### config.mk
export PLATFORM = sky130hd
export DESIGN_NAME = pffla_queue
export DESIGN_NICKNAME = d
export VERILOG_FILES = /design/src/hdl/pffla_pkg.sv /design/src/hdl/pffla_queue.sv
export SDC_FILE = /design/constraint.sdc
export NUM_CORES = 1
export LEC_CHECK = 0
export BUFFER_PORTS_ARGS = -buffer_cell sky130_fd_sc_hd__buf_2
export CORE_ASPECT_RATIO = 1.5
export CORE_MARGIN = 3
export CORE_UTILIZATION = 40
export DETAILED_ROUTE_END_ITERATION = 8
export HOLD_SLACK_MARGIN = 0.12
export PLACE_DENSITY_LB_ADDON = 0.1
export SYNTH_ARGS = -nofsm -noshare
export SYNTH_HDL_FRONTEND = slang
export SYNTH_SLANG_ARGS = --single-unit
### constraint.sdc
create_clock -name clk -period 3.7 [get_ports clk]
set_clock_uncertainty 0.2 [all_clocks]
set_input_delay 0.37 -clock clk [delete_from_list [all_inputs] [get_ports clk]]
set_output_delay 0.37 -clock clk [all_outputs]
set_load 0.02 [all_outputs]
### src/hdl/pffla_pkg.sv
// ----------------------------------------------------------------------------
// Page frame allocator package
// Shared widths, operation codes and the item carried from front to back.
// ----------------------------------------------------------------------------
package pffla_pkg;

  localparam int FRAMES      = 1024;
  localparam int PAGE_SHIFT  = 12;
  localparam int FRAME_W     = $clog2(FRAMES);
  localparam int ADDR_W      = 32;
  localparam int MODE_W      = 2;
  localparam int KIND_W      = 2;
  localparam int STATUS_W    = 2;
  localparam int CNT_W       = 11;
  localparam int TOP_W       = 11;
  localparam int QUEUE_DEPTH = 2;
  localparam int QPTR_W      = $clog2(QUEUE_DEPTH);
  localparam int QCNT_W      = $clog2(QUEUE_DEPTH + 1);

  localparam logic [TOP_W-1:0] TOP_RESET = TOP_W'(1024);
  localparam logic [CNT_W-1:0] CNT_MAX   = '1;

  localparam logic [MODE_W-1:0] MODE_REGISTER = MODE_W'(0);
  localparam logic [MODE_W-1:0] MODE_ALLOC    = MODE_W'(1);
  localparam logic [MODE_W-1:0] MODE_FREE     = MODE_W'(2);

  localparam logic [KIND_W-1:0] KIND_RESERVED = KIND_W'(0);
  localparam logic [KIND_W-1:0] KIND_USED     = KIND_W'(1);
  localparam logic [KIND_W-1:0] KIND_FREE     = KIND_W'(2);

  localparam logic [STATUS_W-1:0] STATUS_OK          = STATUS_W'(0);
  localparam logic [STATUS_W-1:0] STATUS_EMPTY       = STATUS_W'(1);
  localparam logic [STATUS_W-1:0] STATUS_BAD_ADDR    = STATUS_W'(2);
  localparam logic [STATUS_W-1:0] STATUS_NOT_IN_USE  = STATUS_W'(3);

  typedef enum logic [2:0] {
    OP_NONE,
    OP_BAD,
    OP_REG_USED,
    OP_REG_FREE,
    OP_ALLOC,
    OP_FREE
  } op_t;

  typedef struct packed {
    op_t                op;
    logic [FRAME_W-1:0] frame;
  } item_t;

  typedef struct packed {
    logic full;
    logic empty;
  } q_stat_t;

endpackage

### src/hdl/pffla_queue.sv
// ----------------------------------------------------------------------------
// Page frame allocator item queue
// Short FIFO of classified items between the front end and the back end.
// ----------------------------------------------------------------------------
module pffla_queue (
  input  logic               clk,
  input  logic               rst_n,
  input  logic               push,
  input  pffla_pkg::item_t   push_item,
  input  logic               pop,
  output pffla_pkg::item_t   head_item,
  output pffla_pkg::q_stat_t stat
);
  import pffla_pkg::*;

  item_t             q_r [QUEUE_DEPTH];
  logic [QPTR_W-1:0] wp_r;
  logic [QPTR_W-1:0] rp_r;
  logic [QCNT_W-1:0] cnt_r;

  function automatic logic [QPTR_W-1:0] ptr_inc(input logic [QPTR_W-1:0] p);
    return (p == QPTR_W'(QUEUE_DEPTH - 1)) ? '0 : p + QPTR_W'(1);
  endfunction

  always_ff @(posedge clk) begin
    if (push) begin
      q_r[wp_r] <= push_item;
    end
  end

  always_ff @(posedge clk) begin
    if (!rst_n) begin
      wp_r  <= '0;
      rp_r  <= '0;
      cnt_r <= '0;
    end else begin
      if (push) begin
        wp_r <= ptr_inc(wp_r);
      end
      if (pop) begin
        rp_r <= ptr_inc(rp_r);
      end
      cnt_r <= cnt_r + QCNT_W'(push) - QCNT_W'(pop);
    end
  end

  assign head_item  = q_r[rp_r];
  assign stat.full  = (cnt_r == QCNT_W'(QUEUE_DEPTH));
  assign stat.empty = (cnt_r == '0);

`ifndef SYNTHESIS
  a_no_overflow: assert property (@(posedge clk) disable iff (!rst_n)
    push |-> !stat.full) else $error("queue overflow");
  a_no_underflow: assert property (@(posedge clk) disable iff (!rst_n)
    pop |-> !stat.empty) else $error("queue underflow");
  a_cnt_bound: assert property (@(posedge clk) disable iff (!rst_n)
    cnt_r <= QCNT_W'(QUEUE_DEPTH)) else $error("queue count out of range");
`endif

endmodule

==> metrics.md <==
| Metric | Value |
|---|---|
| Worst skew pair latency | 270 ps |
| Final worst setup slack | 1510 ps |
| Worst EP required | 3130 ps |
| MaxCap Viol Count | 0 |
| WS Path Type | flip-flop to output port |
| Synth warn | 0 |
| Synth area leaders | edfxtp_1 65%, mux2_4 13%, dfxtp_1 8.3% |
| GR peak layer | met2 |
| Syn_area_per_cell | 19.7 um2 |
| Die width | 50.7 um |
| Slew margin rel. | 50.2% |
| Cell Pwr Density | 496 nW/um2 |
| Commonest non-fill, non-tap cell in the layout | buf_2 |
| Gr usage total | 11.6% |
| WP buf/inv | 1 |
| Clk pwr share | roughly a third |
| Vias in the first global route | 704 |
| Relative contribution of sequential cells to total power | 52.0% |
| Nets | 131 |
| Post-layout minimum cycle time | about 2200 ps |
| Post-synthesis cell type count | 13 |
| Setup TNS | 0 ps |
| Synth Net Count | 80 |
| Switching power share of the total | 22.6% |
| Syn Inst Count | 61 |
| Clk slew on worst S/H paths | 60 ps |
| Post-synth top area share | 65.0% |
| Unrepaired setup endpoints after global routing | no |
| Initial Util | around 43% |
| Worst hold-check path type | primary input to flip-flop |
| DR vias | approximately 660 |
| Clock sinks | 31 |
| IO buf count | 31 |
| Rows | 23 |
| Seq/Total Area, Yosys | 73.3% |
| Largest net degree at the start of global routing | 14 |
| Critical path's top delay family | flip-flops |
| Setup-failing EPs final | 0 |
| H-tree levels | 2 |
| Die footprint | 3710 um2 |
| Commonest cells after routing, fill and taps aside | 31 x buf_2, 26 x edfxtp_1, 13 x dlygate4sd3_1 |
| Worst-Margin Slew | 746 ps |
| Final Max Slew Viols | 0 |
| Area leader, netlist | edfxtp_1 |
| Crit-path cells | mux2_1 -> buf_2 |
| GPL Wtd Cong | 0.579 |
| Worst-case clock buffer depth | 2 |
| Critical Path Source Type | flip-flop |
| Final Hold Violating Endpoints | 0 |
| CP max stage cell | dfxtp_1 |
| First-pass DRT Iterations | 3 |
| Fmax | 457 MHz |
| Setup WS pre-CTS | 1770 ps |
| Layout cells sized above 1 | a little over two fifths |
| Status | finished clean |
| Core Box Area | between 2000 and 3000 um2 |
| Synth Cell Area | 1200 um2 |
| Peak VDD IR | 0.000355 V |
| Initial antenna violation count | 0 |
| Layout Area Growth over Synthesis | 34.9% |
| Met1 usage | 12.3% |
| Post-route ant nets | 0 |
| Comb pwr share | approximately 16% |
| CP Max Fanout | 13 |
| Remaining global-route overflow | 0 |
| DIE HEIGHT | approximately 73 um |
| Clock Tree Root | clkbuf_8 |
| Avg WL per Cell | around 11 um |
| Wire length of the first global-routing pass | 3020 um |
| Met3 global-route usage | 5.11% |
| NetSw | 0.000182 W |
| Share of the clock period used by the worst path | approximately three fifths |
| DR vias/cell | 4.41 |
| FF+latch count, synth | 31 |
| Pint | just over 0.0006 W |
| Ant diodes | 0 |
| Num CTS Buffers | 5 |
| Leak | 0.670 nW |
| # IOs | 32 |
| Final WL | 1710 um |
| Crit path capture type | output port |
| Crit-path max cell delay | 800 ps |
| DRC Markers | 0 |
| 1st-iter DRT viols | 17 |
| Met2 Usage GRT | 18.6% |
| TritonCTS clock tree | built |
| Layout fillers | 239 |
| Critical path arrival | ~1600 ps |
## what timing repair did
action | CTS | global route
buffers inserted | 0 | 0
hold buffers | 13 | 0
resized for setup | 0 | 0
endpoints found under the hold margin | 26 | 0
## layout make-up
class / count / area [um2] / area share (%)
timing repair buffer: 45 / 293 / 18.1
sequential: 31 / 881 / 54.4
inverter: 2 / 7.51 / 0.463
multi-input combinational: 27 / 302 / 18.6
clock buffer: 7 / 86.3 / 5.33
tap: 37 / 46.3 / 2.86
clock inverter: 1 / 5.00 / 0.309
## Yosys cell counts (all sizes together)
cell / number
and2: 4
buf: 1
dfxtp: 5
edfxtp: 26
ha: 2
inv: 2
mux2: 13
nor2: 1
nor2b: 4
o21a: 1
xnor3: 1
xor2: 1
## cell families (layout without fill, tap and decap cells)
family | Yosys count | in the layout | synth area share, %
flops | 31 | 31 | 73.3
buf+inv | 3 | 55 | 1.56
fa+ha+maj | 2 | 2 | 2.08
xor+xnor | 2 | 2 | 2.60
mux | 13 | 13 | 15.3
simple gates | 9 | 9 | 4.48
compound gates | 1 | 1 | 0.625
## sequential cells by signal, summed over array words and instances, names as in the netlist, named ones only
signal / flops
q_r: 26
cnt_r: 2
rp_r: 1
wp_r: 1
## power by group through the flow
stage          Combinational, W  Clock, W  Sequential, W
2_1_floorplan         0.0000887         0       0.000417
3_3_place_gp           0.000117         0       0.000425
3_5_place_dp           0.000118         0       0.000425
4_1_cts                0.000128  0.000269       0.000418
5_1_grt                0.000138  0.000282       0.000421
6_report               0.000126  0.000260       0.000417
## path summary, 6_finish.rpt
| check | from | to | slack [ps] | depth (start not counted) |
|---|---|---|---|---|
| max | flip-flop | head_item[5] | 1510 | 2 |
| min reg2reg | rp_r | rp_r | 390 | 2 |
| max reg2reg | wp_r | q_r[1][1] | 2260 | 1 |
| min | rst_n | wp_r | 150 | 2 |
## per-layer routing
layer | share of wire, % | vias to the layer above | wire, um
met2 | 50 | 24 | 858
met5 | 0 | - | 0
met3 | 6.1 | 6 | 104
met1 | 41 | 306 | 697
li1 | - | 325 | -
met4 | 2.8 | 0 | 47
## through the flow
stage                     cells  hold slack, ps  utilization [%]  area (um2)  power [W]
after CTS                   150             148             58.7        1620   0.000815
after detailed placement    129             362             50.6        1400   0.000543
after floorplan              61             269                -        1200   0.000506
after global routing        150             166             58.7        1620   0.000840
final                       150             149             58.7        1620   0.000803
after global placement      129             357             50.6        1400   0.000541
(Power assumes the default switching activity.)
