$ cat src/hdl/pffla_pkg.sv
// ----------------------------------------------------------------------------
// Page frame allocator package
// Shared widths, operation codes and the item carried from front to back.
// ----------------------------------------------------------------------------
package pffla_pkg;

  localparam int FRAMES      = 1024;
  localparam int PAGE_SHIFT  = 12;
  localparam int FRAME_W     = $clog2(FRAMES);
  localparam int ADDR_W      = 32;
  localparam int MODE_W      = 2;
  localparam int KIND_W      = 2;
  localparam int STATUS_W    = 2;
  localparam int CNT_W       = 11;
  localparam int TOP_W       = 11;
  localparam int QUEUE_DEPTH = 2;
  localparam int QPTR_W      = $clog2(QUEUE_DEPTH);
  localparam int QCNT_W      = $clog2(QUEUE_DEPTH + 1);

  localparam logic [TOP_W-1:0] TOP_RESET = TOP_W'(1024);
  localparam logic [CNT_W-1:0] CNT_MAX   = '1;

  localparam logic [MODE_W-1:0] MODE_REGISTER = MODE_W'(0);
  localparam logic [MODE_W-1:0] MODE_ALLOC    = MODE_W'(1);
  localparam logic [MODE_W-1:0] MODE_FREE     = MODE_W'(2);

  localparam logic [KIND_W-1:0] KIND_RESERVED = KIND_W'(0);
  localparam logic [KIND_W-1:0] KIND_USED     = KIND_W'(1);
  localparam logic [KIND_W-1:0] KIND_FREE     = KIND_W'(2);

  localparam logic [STATUS_W-1:0] STATUS_OK          = STATUS_W'(0);
  localparam logic [STATUS_W-1:0] STATUS_EMPTY       = STATUS_W'(1);
  localparam logic [STATUS_W-1:0] STATUS_BAD_ADDR    = STATUS_W'(2);
  localparam logic [STATUS_W-1:0] STATUS_NOT_IN_USE  = STATUS_W'(3);

  typedef enum logic [2:0] {
    OP_NONE,
    OP_BAD,
    OP_REG_USED,
    OP_REG_FREE,
    OP_ALLOC,
    OP_FREE
  } op_t;

  typedef struct packed {
    op_t                op;
    logic [FRAME_W-1:0] frame;
  } item_t;

  typedef struct packed {
    logic full;
    logic empty;
  } q_stat_t;

endpackage

$ cat src/hdl/pffla_front.sv
// ----------------------------------------------------------------------------
// Page frame allocator front end
// Holds the memory top register, checks addresses and classifies each item.
// ----------------------------------------------------------------------------
module pffla_front (
  input  logic                           clk,
  input  logic                           rst_n,
  input  logic                           cfg_we,
  input  logic [pffla_pkg::TOP_W-1:0]    cfg_data,
  input  logic [pffla_pkg::MODE_W-1:0]   mode,
  input  logic [pffla_pkg::ADDR_W-1:0]   address,
  input  logic [pffla_pkg::KIND_W-1:0]   frame_kind,
  output pffla_pkg::item_t               item
);
  import pffla_pkg::*;

  logic [TOP_W-1:0]             top_r;
  logic [ADDR_W-PAGE_SHIFT-1:0] page;
  logic                         frame_ok;

  always_ff @(posedge clk) begin
    if (!rst_n) begin
      top_r <= TOP_RESET;
    end else if (cfg_we) begin
      top_r <= cfg_data;
    end
  end

  assign page     = address[ADDR_W-1:PAGE_SHIFT];
  assign frame_ok = (address[PAGE_SHIFT-1:0] == '0) && (page != '0) &&
                    (ADDR_W'(page) < ADDR_W'(top_r)) && (ADDR_W'(page) < ADDR_W'(FRAMES));

  always_comb begin
    item.frame = page[FRAME_W-1:0];
    case (mode)
      MODE_REGISTER: begin
        case (frame_kind)
          KIND_USED: item.op = frame_ok ? OP_REG_USED : OP_BAD;
          KIND_FREE: item.op = frame_ok ? OP_REG_FREE : OP_BAD;
          default:   item.op = OP_NONE;
        endcase
      end
      MODE_ALLOC: item.op = OP_ALLOC;
      MODE_FREE:  item.op = frame_ok ? OP_FREE : OP_BAD;
      default:    item.op = OP_BAD;
    endcase
  end

endmodule

$ cat config.mk
export PLATFORM = sky130hd
export DESIGN_NAME = pffla_front
export DESIGN_NICKNAME = d
export VERILOG_FILES = /design/src/hdl/pffla_pkg.sv /design/src/hdl/pffla_front.sv
export SDC_FILE = /design/constraint.sdc
export NUM_CORES = 1
export LEC_CHECK = 0
export BUFFER_PORTS_ARGS = -buffer_cell sky130_fd_sc_hd__buf_2
export CAP_MARGIN = 0
export CORE_MARGIN = 3
export CORE_UTILIZATION = 40
export CTS_CLUSTER_DIAMETER = 150
export DETAILED_ROUTE_END_ITERATION = 6
export GPL_TIMING_DRIVEN = 0
export PLACE_DENSITY = 0.76
export SLEW_MARGIN = 15
export SYNTH_ARGS = -nofsm -noshare
export SYNTH_HDL_FRONTEND = slang
export SYNTH_SLANG_ARGS = --single-unit
$ cat constraint.sdc
create_clock -name clk -period 3.3 [get_ports clk]
set_input_delay 0.33 -clock clk [delete_from_list [all_inputs] [get_ports clk]]
set_output_delay 0.33 -clock clk [all_outputs]
set_load 0.01 [all_outputs]
==> summary by stage, run 1 <==
Placement
The post-DP HPWL is ~2.0 mm. OpenSTA, run right after detailed placement, puts the worst setup slack at approximately 1.1 ns. The number of placed instances, taps included is 193.

The placed standard-cell area is approximately 1300 µm². Buffers placed on the I/O ports in this run total between 60 and 70. The final weighted congestion in routability-driven placement is around 0.69.

Timing
The count of endpoints failing hold in the final timing report is 0. The worst pin sits at a relative slew slack of 0.778. After layout, the worst setup slack is approximately 0.9 ns. Setup violations remaining at the end of the flow were counted as 0. The setup skew after layout is 0 ns. The actual transition at the worst max-transition pin is between 0.3 and 0.4 ns. The max-slew violation count is 0. Derived from the worst setup path, the maximum achievable clock frequency is around 0.42 GHz. Setup repair after global routing left no endpoint under its margin. Across all hold checks on the routed design, the worst slack comes to between 0.2 and 0.3 ns.

The final critical-path required period is approximately 2.4 ns. The setup TNS is 0 ns. Dividing the final minimum period by the clock period gives 0.726.

Cells and area
The finished layout cell area is between 1000 and 1500 µm². The net count of the finished layout is about 230. The register containing the most flip-flops in the final layout is top_r. The largest registers in the layout are top_r x11.

The core occupancy in the finished layout is 0.630. The share of post-route cells with drive strength above 1 is 0.500. The register with the most flip-flops in the layout has 11 of them. The number of standard cells in the layout, taps in and fillers out is 197. The area growth from synthesis to layout is 39.5%. The final antenna diode count is 0.

Critical path
The type of the worst setup path is reg2out. The setup slack of the most critical reg-to-reg path is around 2.7 ns. Walking the worst path, the cells encountered are inv_1 > ha_1 > a21o_1 > a21oi_2 > o211ai_2 > a211oi_1 > nor3b_2 > buf_2. The arrival time of the worst setup path is roughly 2.1 ns. The startpoint of the worst-slack reg-to-reg timing path is top_r[0]$_SDFFE_PN0P_. The number of cell instances on the worst register-to-register path is 2. For the worst setup path, the data required time is approximately 3 ns.

The critical path runs through a total of 8 cells. On the critical path, the stage with the largest delay is an instance of sky130_fd_sc_hd__dfxtp_1. Broken down by cell family, the worst path's largest delay share belongs to compound AO/OA/AOI/OAI gates.

The maximum fanout encountered on the critical timing path is 2. The endpoint of the lowest-slack register-to-register path is top_r[0]$_SDFFE_PN0P_. The critical path endpoint category is a primary output. The worst setup path is launched from a register. Together, buffers and inverters on the worst path number 2.

On the worst path, the slowest cell contributes a delay of 0.34 ns.

Routing
The via total after detailed routing is 942. After the first detailed-routing iteration, the DRC count stood at 10. For this run, design rule violations remaining after detail routing come to 0. The detailed-route wire length per cell is 11.1 µm.

After detailed routing, the total wire length is about 2.2 mm. The remaining antenna violation count after routing is 0. For this run, the detailed router's first-pass iteration total came to 4. The number of vias per cell is between 4 and 5.

Global route
The global-route usage over all layers is 0.149. Entering global routing, the biggest net connects 11 pins. The wire length of the first global-routing pass is roughly 3.3 mm. The via count of the first global-routing pass came to ~840. The total congestion overflow is 0. The initial antenna violation count is 0.

Logic synthesis
The count of warnings emitted by yosys is 0. The post-synth design cell area is ~940 µm². Of all cell types, the one taking the most synthesized area is sky130_fd_sc_hd__dfxtp_1. The number of nets in the synthesized netlist is approximately 170.

The average size of a mapped cell is 9.04 µm². The number of different library cells used by synthesis comes to 30. The share of the Yosys chip area taken by registers is 0.234. In this run, synthesis produced a sequential element count of 11. The synthesized instance count is 104. The top cell type's share of synthesized area is 0.234. Sorting the synthesized cells by area gives the leading types as sky130_fd_sc_hd__dfxtp_1 (23%), sky130_fd_sc_hd__ha_1 (16%), sky130_fd_sc_hd__mux2i_1 (11%).

Power
The power density relative to cell area is about 270 nW/µm². The static power due to leakage is around 0.67 nW. The peak supply drop is 313 µV. Power comes to 0.351 mW.

Min path
The worst hold path was traced through 3 stages. The worst hold path begins at cfg_data[10]. The worst min-delay path category is in2reg. The path with the worst hold slack has its endpoint at top_r[10]$_SDFFE_PN1P_.

Clocking
The number of setup buffers added after CTS is 0. The CTS tree is built. The clock transition at the registers of the reported paths is around 0.070 ns. The clock latency at the later pin of the worst-skew pair is approximately 0.26 ns. Counting the buffers created by CTS gives 3. For this design, the CTS-stage hold fixing added 0 buffers.

Counting every sink on the clock net gives 11. The number of levels in the clock H-tree is 1. The cell at the root of the clock tree is sky130_fd_sc_hd__clkbuf_4.

In this run, post-CTS repair resized a total of 0 instances. The maximum clock path buffer count is 2.

Job
Max-cap violations in this run came to 0.

Floorplan
For this configuration, the core starts out at a cell density of 0.451. between 60 and 70 I/O pins were placed. The die height is about 54 µm. The area of the core region is about 2100 µm². The floorplan step set the die width to roughly 54 µm. The row count is 16.

The floorplan step defined a die boundary enclosing between 2000 and 3000 µm².

Run status
The flow ran to the end, and the final reports show no timing, DRC or antenna violations.
==> metal layers <==
layer  wire, µm  global-route usage  vias up
met1        903               0.184      430
met5          0                   0        -
met3        111             0.00817        2
met4         10              0.0747        0
li1           -                   -      489
met2       1170               0.261       21
==> Yosys cell counts, drive strengths merged <==
cell type	n
nand3	2
nand4	2
o21ai	3
dfxtp	11
nor3b	1
mux2	1
nand3b	1
ha	12
o21a	1
a21oi	3
nand2	3
nand2b	1
a2111oi	2
buf	11
nor4	7
and3b	1
a211oi	1
a21o	2
nor3	1
mux2i	10
inv	13
o211ai	2
nor2	2
clkbuf	1
nor2b	10
==> layout by cell type, fill, tap and decap left out <==
master	Yosys	final
sky130_fd_sc_hd__a2111oi_4	1	1
sky130_fd_sc_hd__a21oi_1	1	1
sky130_fd_sc_hd__clkbuf_4	0	3
sky130_fd_sc_hd__dfxtp_1	11	11
sky130_fd_sc_hd__o211ai_1	1	1
sky130_fd_sc_hd__buf_4	10	10
sky130_fd_sc_hd__nand3_1	2	2
sky130_fd_sc_hd__ha_1	12	12
sky130_fd_sc_hd__o21a_1	1	1
sky130_fd_sc_hd__nor3b_2	1	1
sky130_fd_sc_hd__nor2b_1	10	10
sky130_fd_sc_hd__nor3_1	1	1
sky130_fd_sc_hd__nand4_1	2	2
sky130_fd_sc_hd__a21oi_2	2	2
sky130_fd_sc_hd__nor2_1	2	2
sky130_fd_sc_hd__clkinv_2	0	1
sky130_fd_sc_hd__o211ai_2	1	1
sky130_fd_sc_hd__buf_2	1	63
sky130_fd_sc_hd__mux2i_1	10	10
sky130_fd_sc_hd__nand2_1	3	3
sky130_fd_sc_hd__o21ai_1	1	1
sky130_fd_sc_hd__clkbuf_1	1	1
sky130_fd_sc_hd__a2111oi_2	1	1
sky130_fd_sc_hd__a211oi_1	1	1
sky130_fd_sc_hd__nand2b_4	1	1
sky130_fd_sc_hd__nor4_1	7	7
sky130_fd_sc_hd__a21o_1	2	2
sky130_fd_sc_hd__and3b_1	1	1
sky130_fd_sc_hd__mux2_2	1	1
sky130_fd_sc_hd__inv_1	13	13
sky130_fd_sc_hd__o21ai_0	2	2
sky130_fd_sc_hd__nand3b_1	1	1
==> cell families after synthesis <==
group	after synthesis	synth area share
simple gates	31	0.208
compound gates	14	0.138
buf+inv	25	0.141
fa+ha+maj	12	0.160
flops	11	0.234
mux	11	0.119
==> where the power goes <==
group / switching (mW) / internal (mW)
Sequential: 0.00467 / 0.141
Combinational: 0.0523 / 0.0636
Clock: 0.0452 / 0.0448
Total: 0.102 / 0.249
==> cell type report <==
class | instances | area [µm²]
Buffer | 12 | 83.8
Multi-Input combinational cell | 68 | 587
Fill cell | 195 | 771
Sequential cell | 11 | 220
Clock buffer | 3 | 22.5
Tap cell | 27 | 33.8
Clock inverter | 1 | 5.00
Timing Repair Buffer | 62 | 310
Inverter | 13 | 48.8
==> worst max path at each step <==
stage	startpoint	to	slack, ns
after floorplan	address[18]	item[12]	1.39
after global placement	address[13]	item[11]	1.11
after detailed placement	address[18]	item[11]	1.08
after CTS	top_r[6]$_SDFFE_PN0P_	item[11]	0.90
after global routing	top_r[2]$_SDFFE_PN0P_	item[12]	0.75
final	top_r[6]$_SDFFE_PN0P_	item[11]	0.90
==> worst min-delay path, stage by stage <==
cell                       delay (ns)
sky130_fd_sc_hd__buf_2           0.08
sky130_fd_sc_hd__nand2_1         0.05
sky130_fd_sc_hd__o211ai_1        0.06
Note: power is estimated with default switching activity, not from simulation.
==> run 2, diff against run 1 <==
CORE_UTILIZATION = 37   (was 40)
PLACE_DENSITY = 0.74   (was 0.76)
clock period = 2 ns   (was 3.3 ns; I/O delays follow)
==> run 2 against run 1 <==
  * The flow now finishes with violations (setup timing)
  * First-iteration DRC count down 80%
  * Die area up 7.2%
  * Sequential power up 66%
  * Final area up 7.8%
  * Power up 75%
  * Clock skew unchanged
  * Critical path depth up 1
  * Sequential cell count unchanged
  * Cell count up 2.0%
  * Register-to-register slack worse by 1.4 ns
  * Via count up 1.4%
  * Clock-buffer cell count up 1
  * Critical endpoint is now item[12]
==> summary by stage, run 2 (synthesis gave the netlist of run 1 again) <==
Run status
The run finished, with violations left. The checks that failed: setup timing.

Placement
Summing all placed instances gives a cell area of between 1000 and 1500 µm². During placement, the flow inserted port buffers numbering 62. Once detailed placement completed, the half-perimeter wirelength came to roughly 2.2 mm. The congestion estimate from routability-driven global placement came to between 0.7 and 0.8.

Timing
The peak clock frequency supported by timing is 0.452 GHz. The setup skew after layout is 0 ns. Setup repair after global routing could not meet its margin everywhere. In the post-route analysis, the smallest setup slack over all paths is -0.215 ns. The final critical-path required period is around 2.2 ns.

In the finished design, the share of the clock period the worst path needs comes to 1.11. The actual transition at the worst max-transition pin is 0.312 ns. The max-slew violation count is 0. The relative slew slack is 0.790. Setup violations remaining at the end of the flow were counted as 3. The count of endpoints failing hold in the final timing report is 0. The worst hold margin is about 0.15 ns.

Power
For this design the static power due to leakage is between 0.6 and 0.7 nW. The power density relative to cell area is about 440 nW/µm². The internal power is approximately 0.43 mW. The switching share of power is 0.298. Of the total power, the clock network draws 0.247. Of the total power, combinational logic draws 0.360. The analysis attributes to net switching a power of roughly 0.18 mW. Of the total power, registers draw 0.392. The peak supply drop is around 400 µV.

Floorplan
After floorplanning, the core was divided into 17 placement rows. The floorplan step defined a die boundary enclosing 3180 µm². For this design the top-level I/O count stands at 63.

The initial core utilization is 0.405. The die height is 56.4 µm. The die width is 56.4 µm. After floorplanning, the core was sized to cover around 2300 µm².

Cells and area
The layout has 220 filler cells. The layout overhead on the synthesized area is 50.5%. The number of flip-flops in the largest register is 11. The number of antenna diodes in the final layout is 0. Leaving out fill and tap cells, the most frequent cell in the layout is sky130_fd_sc_hd__buf_2. The number of nets in the finished design is 236.

The area occupied by multi-input gates is 657 µm². More flip-flops sit in one register than any other, and that register is top_r. The finished layout cell area is between 1000 and 1500 µm². The share of post-route cells with drive strength above 1 is 0.566.

The largest registers in the layout are top_r x11. The area used by sequential logic in the layout is ~220 µm². In the layout the commonest cells are sky130_fd_sc_hd__buf_2 (62), sky130_fd_sc_hd__buf_4 (13), sky130_fd_sc_hd__inv_1 (10), sky130_fd_sc_hd__mux2i_1 (10), sky130_fd_sc_hd__nor2b_1 (10).

Routing
The first detailed-routing pass ran for 2 iterations. The total DRC errors in the routed layout is 0. Dividing the detail-routed wire length by the instance count gives 12.5 µm. Summed over all layers, the routed wires come to around 2.5 mm. In the routed layout, each cell is associated on average with a via count of ~4.8.

For this block, the initial DRC count from the detailed router was 2. The remaining antenna violation count after routing is 0. For this block, the via count after detailed routing is 955.

Clocking
The maximum clock path buffer count is 2. The number of levels in the clock H-tree is 1. The clock buffer count from CTS is 3.

The number of sinks driven by the clock tree is 11. The clock transition at the registers of the reported paths is 0.07 ns. The cell at the root of the clock tree is sky130_fd_sc_hd__clkbuf_4.

The later pin in the worst-skew pair is clocked with a latency of 0.27 ns. The CTS tree is built. The cts-stage hold buffer count is 0.

Critical path
Along the worst path, the maximum fanout reaches 2. At the worst endpoint, the arrival time is 2.01 ns. The sort of element at the start of the critical path is a register. The setup slack of the most critical reg-to-reg path is ~1.3 ns. The worst setup path is captured at a primary output. The critical path is of the reg2out type. The required time at the endpoint of the critical path is ~1.8 ns.

Global route
Across every metal layer, demand over resource in global routing totals 0.171. The pin count of the biggest net entering global routing is 11. The initial antenna violation count came to 0. The via count of the first global-routing pass was roughly 1,100. The first global-routing pass estimated roughly 4.3 mm of wire. For this run the aggregate overflow at the end of global routing stands at 0.

Job
The number of max-cap violations is 0.

Min path
The worst min-delay path category is in2reg.
-- run 2: cell types whose count changed in the layout (fill, tap and decap cells not counted), moves of 3 or more --
cell	change
sky130_fd_sc_hd__inv_2	+3
sky130_fd_sc_hd__ha_1	-3
sky130_fd_sc_hd__buf_4	+3
sky130_fd_sc_hd__dfxtp_1	-3
sky130_fd_sc_hd__ha_4	+3
sky130_fd_sc_hd__inv_1	-3
sky130_fd_sc_hd__dfxtp_2	+3
-- run 2: power groups by stage --
stage / Combinational (mW) / Clock, mW / Sequential (mW)
4_1_cts: 0.213 / 0.162 / 0.241
2_1_floorplan: 0.109 / 0 / 0.242
5_1_grt: 0.250 / 0.168 / 0.243
6_report: 0.222 / 0.152 / 0.241
3_5_place_dp: 0.197 / 0 / 0.245
3_3_place_gp: 0.185 / 0 / 0.245
-- run 2: repair_timing --
action,CTS,global route
resized for setup,12,4
setup buffers,1,2
pin swaps,5,8
setup endpoints to repair,3,3
cloned,0,0
endpoints found under the hold margin,0,0
-- run 2: worst paths after layout --
path | start | to | cells after the start
max | top_r[6]$_SDFFE_PN0P_ | item[12] | 9
max reg2reg | top_r[2]$_SDFFE_PN0P_ | top_r[2]$_SDFFE_PN0P_ | 3
min | rst_n | top_r[1]$_SDFFE_PN0P_ | 2
min reg2reg | top_r[10]$_SDFFE_PN1P_ | top_r[10]$_SDFFE_PN1P_ | 2
-- run 2: final cells by class --
type                            instances  area share
Buffer                                 12      0.0593
Clock buffer                            4      0.0186
Inverter                               13      0.0345
Multi-Input combinational cell         68       0.465
Sequential cell                        11       0.158
Tap cell                               28      0.0248
Timing Repair Buffer                   65       0.240
-- run 2: worst max-delay path: stages, from the launching register on --
cell and delay [ns]:
sky130_fd_sc_hd__dfxtp_2 0.34, sky130_fd_sc_hd__inv_2 0.04, sky130_fd_sc_hd__ha_4 0.21, sky130_fd_sc_hd__a21o_1 0.16, sky130_fd_sc_hd__a21oi_2 0.16, sky130_fd_sc_hd__buf_4 0.14
sky130_fd_sc_hd__a21oi_4 0.06, sky130_fd_sc_hd__a2111oi_4 0.34, sky130_fd_sc_hd__mux2_4 0.20, sky130_fd_sc_hd__buf_6 0.10
-- run 2: metal layers --
| metal | up-vias | wire, µm | global-route usage |
|---|---|---|---|
| li1 | 493 | - | - |
| met1 | 417 | 995 | 0.189 |
| met2 | 38 | 1310 | 0.304 |
| met3 | 7 | 142 | 0.0207 |
| met4 | 0 | 64 | 0.112 |
| met5 | - | 0 | 0 |
-- run 2: stage by stage --
stage	TNS, ns	util	setup WS [ns]	std cells	power [mW]
global placement	0	0.554	0.0349	194	0.430
finish	-0.443	0.610	-0.215	201	0.615
CTS	-0.533	0.589	-0.258	199	0.616
floorplan	0	-	0.225	104	0.352
detailed placement	-0.0109	0.554	-0.0109	194	0.442
global route	-0.806	0.610	-0.322	201	0.661
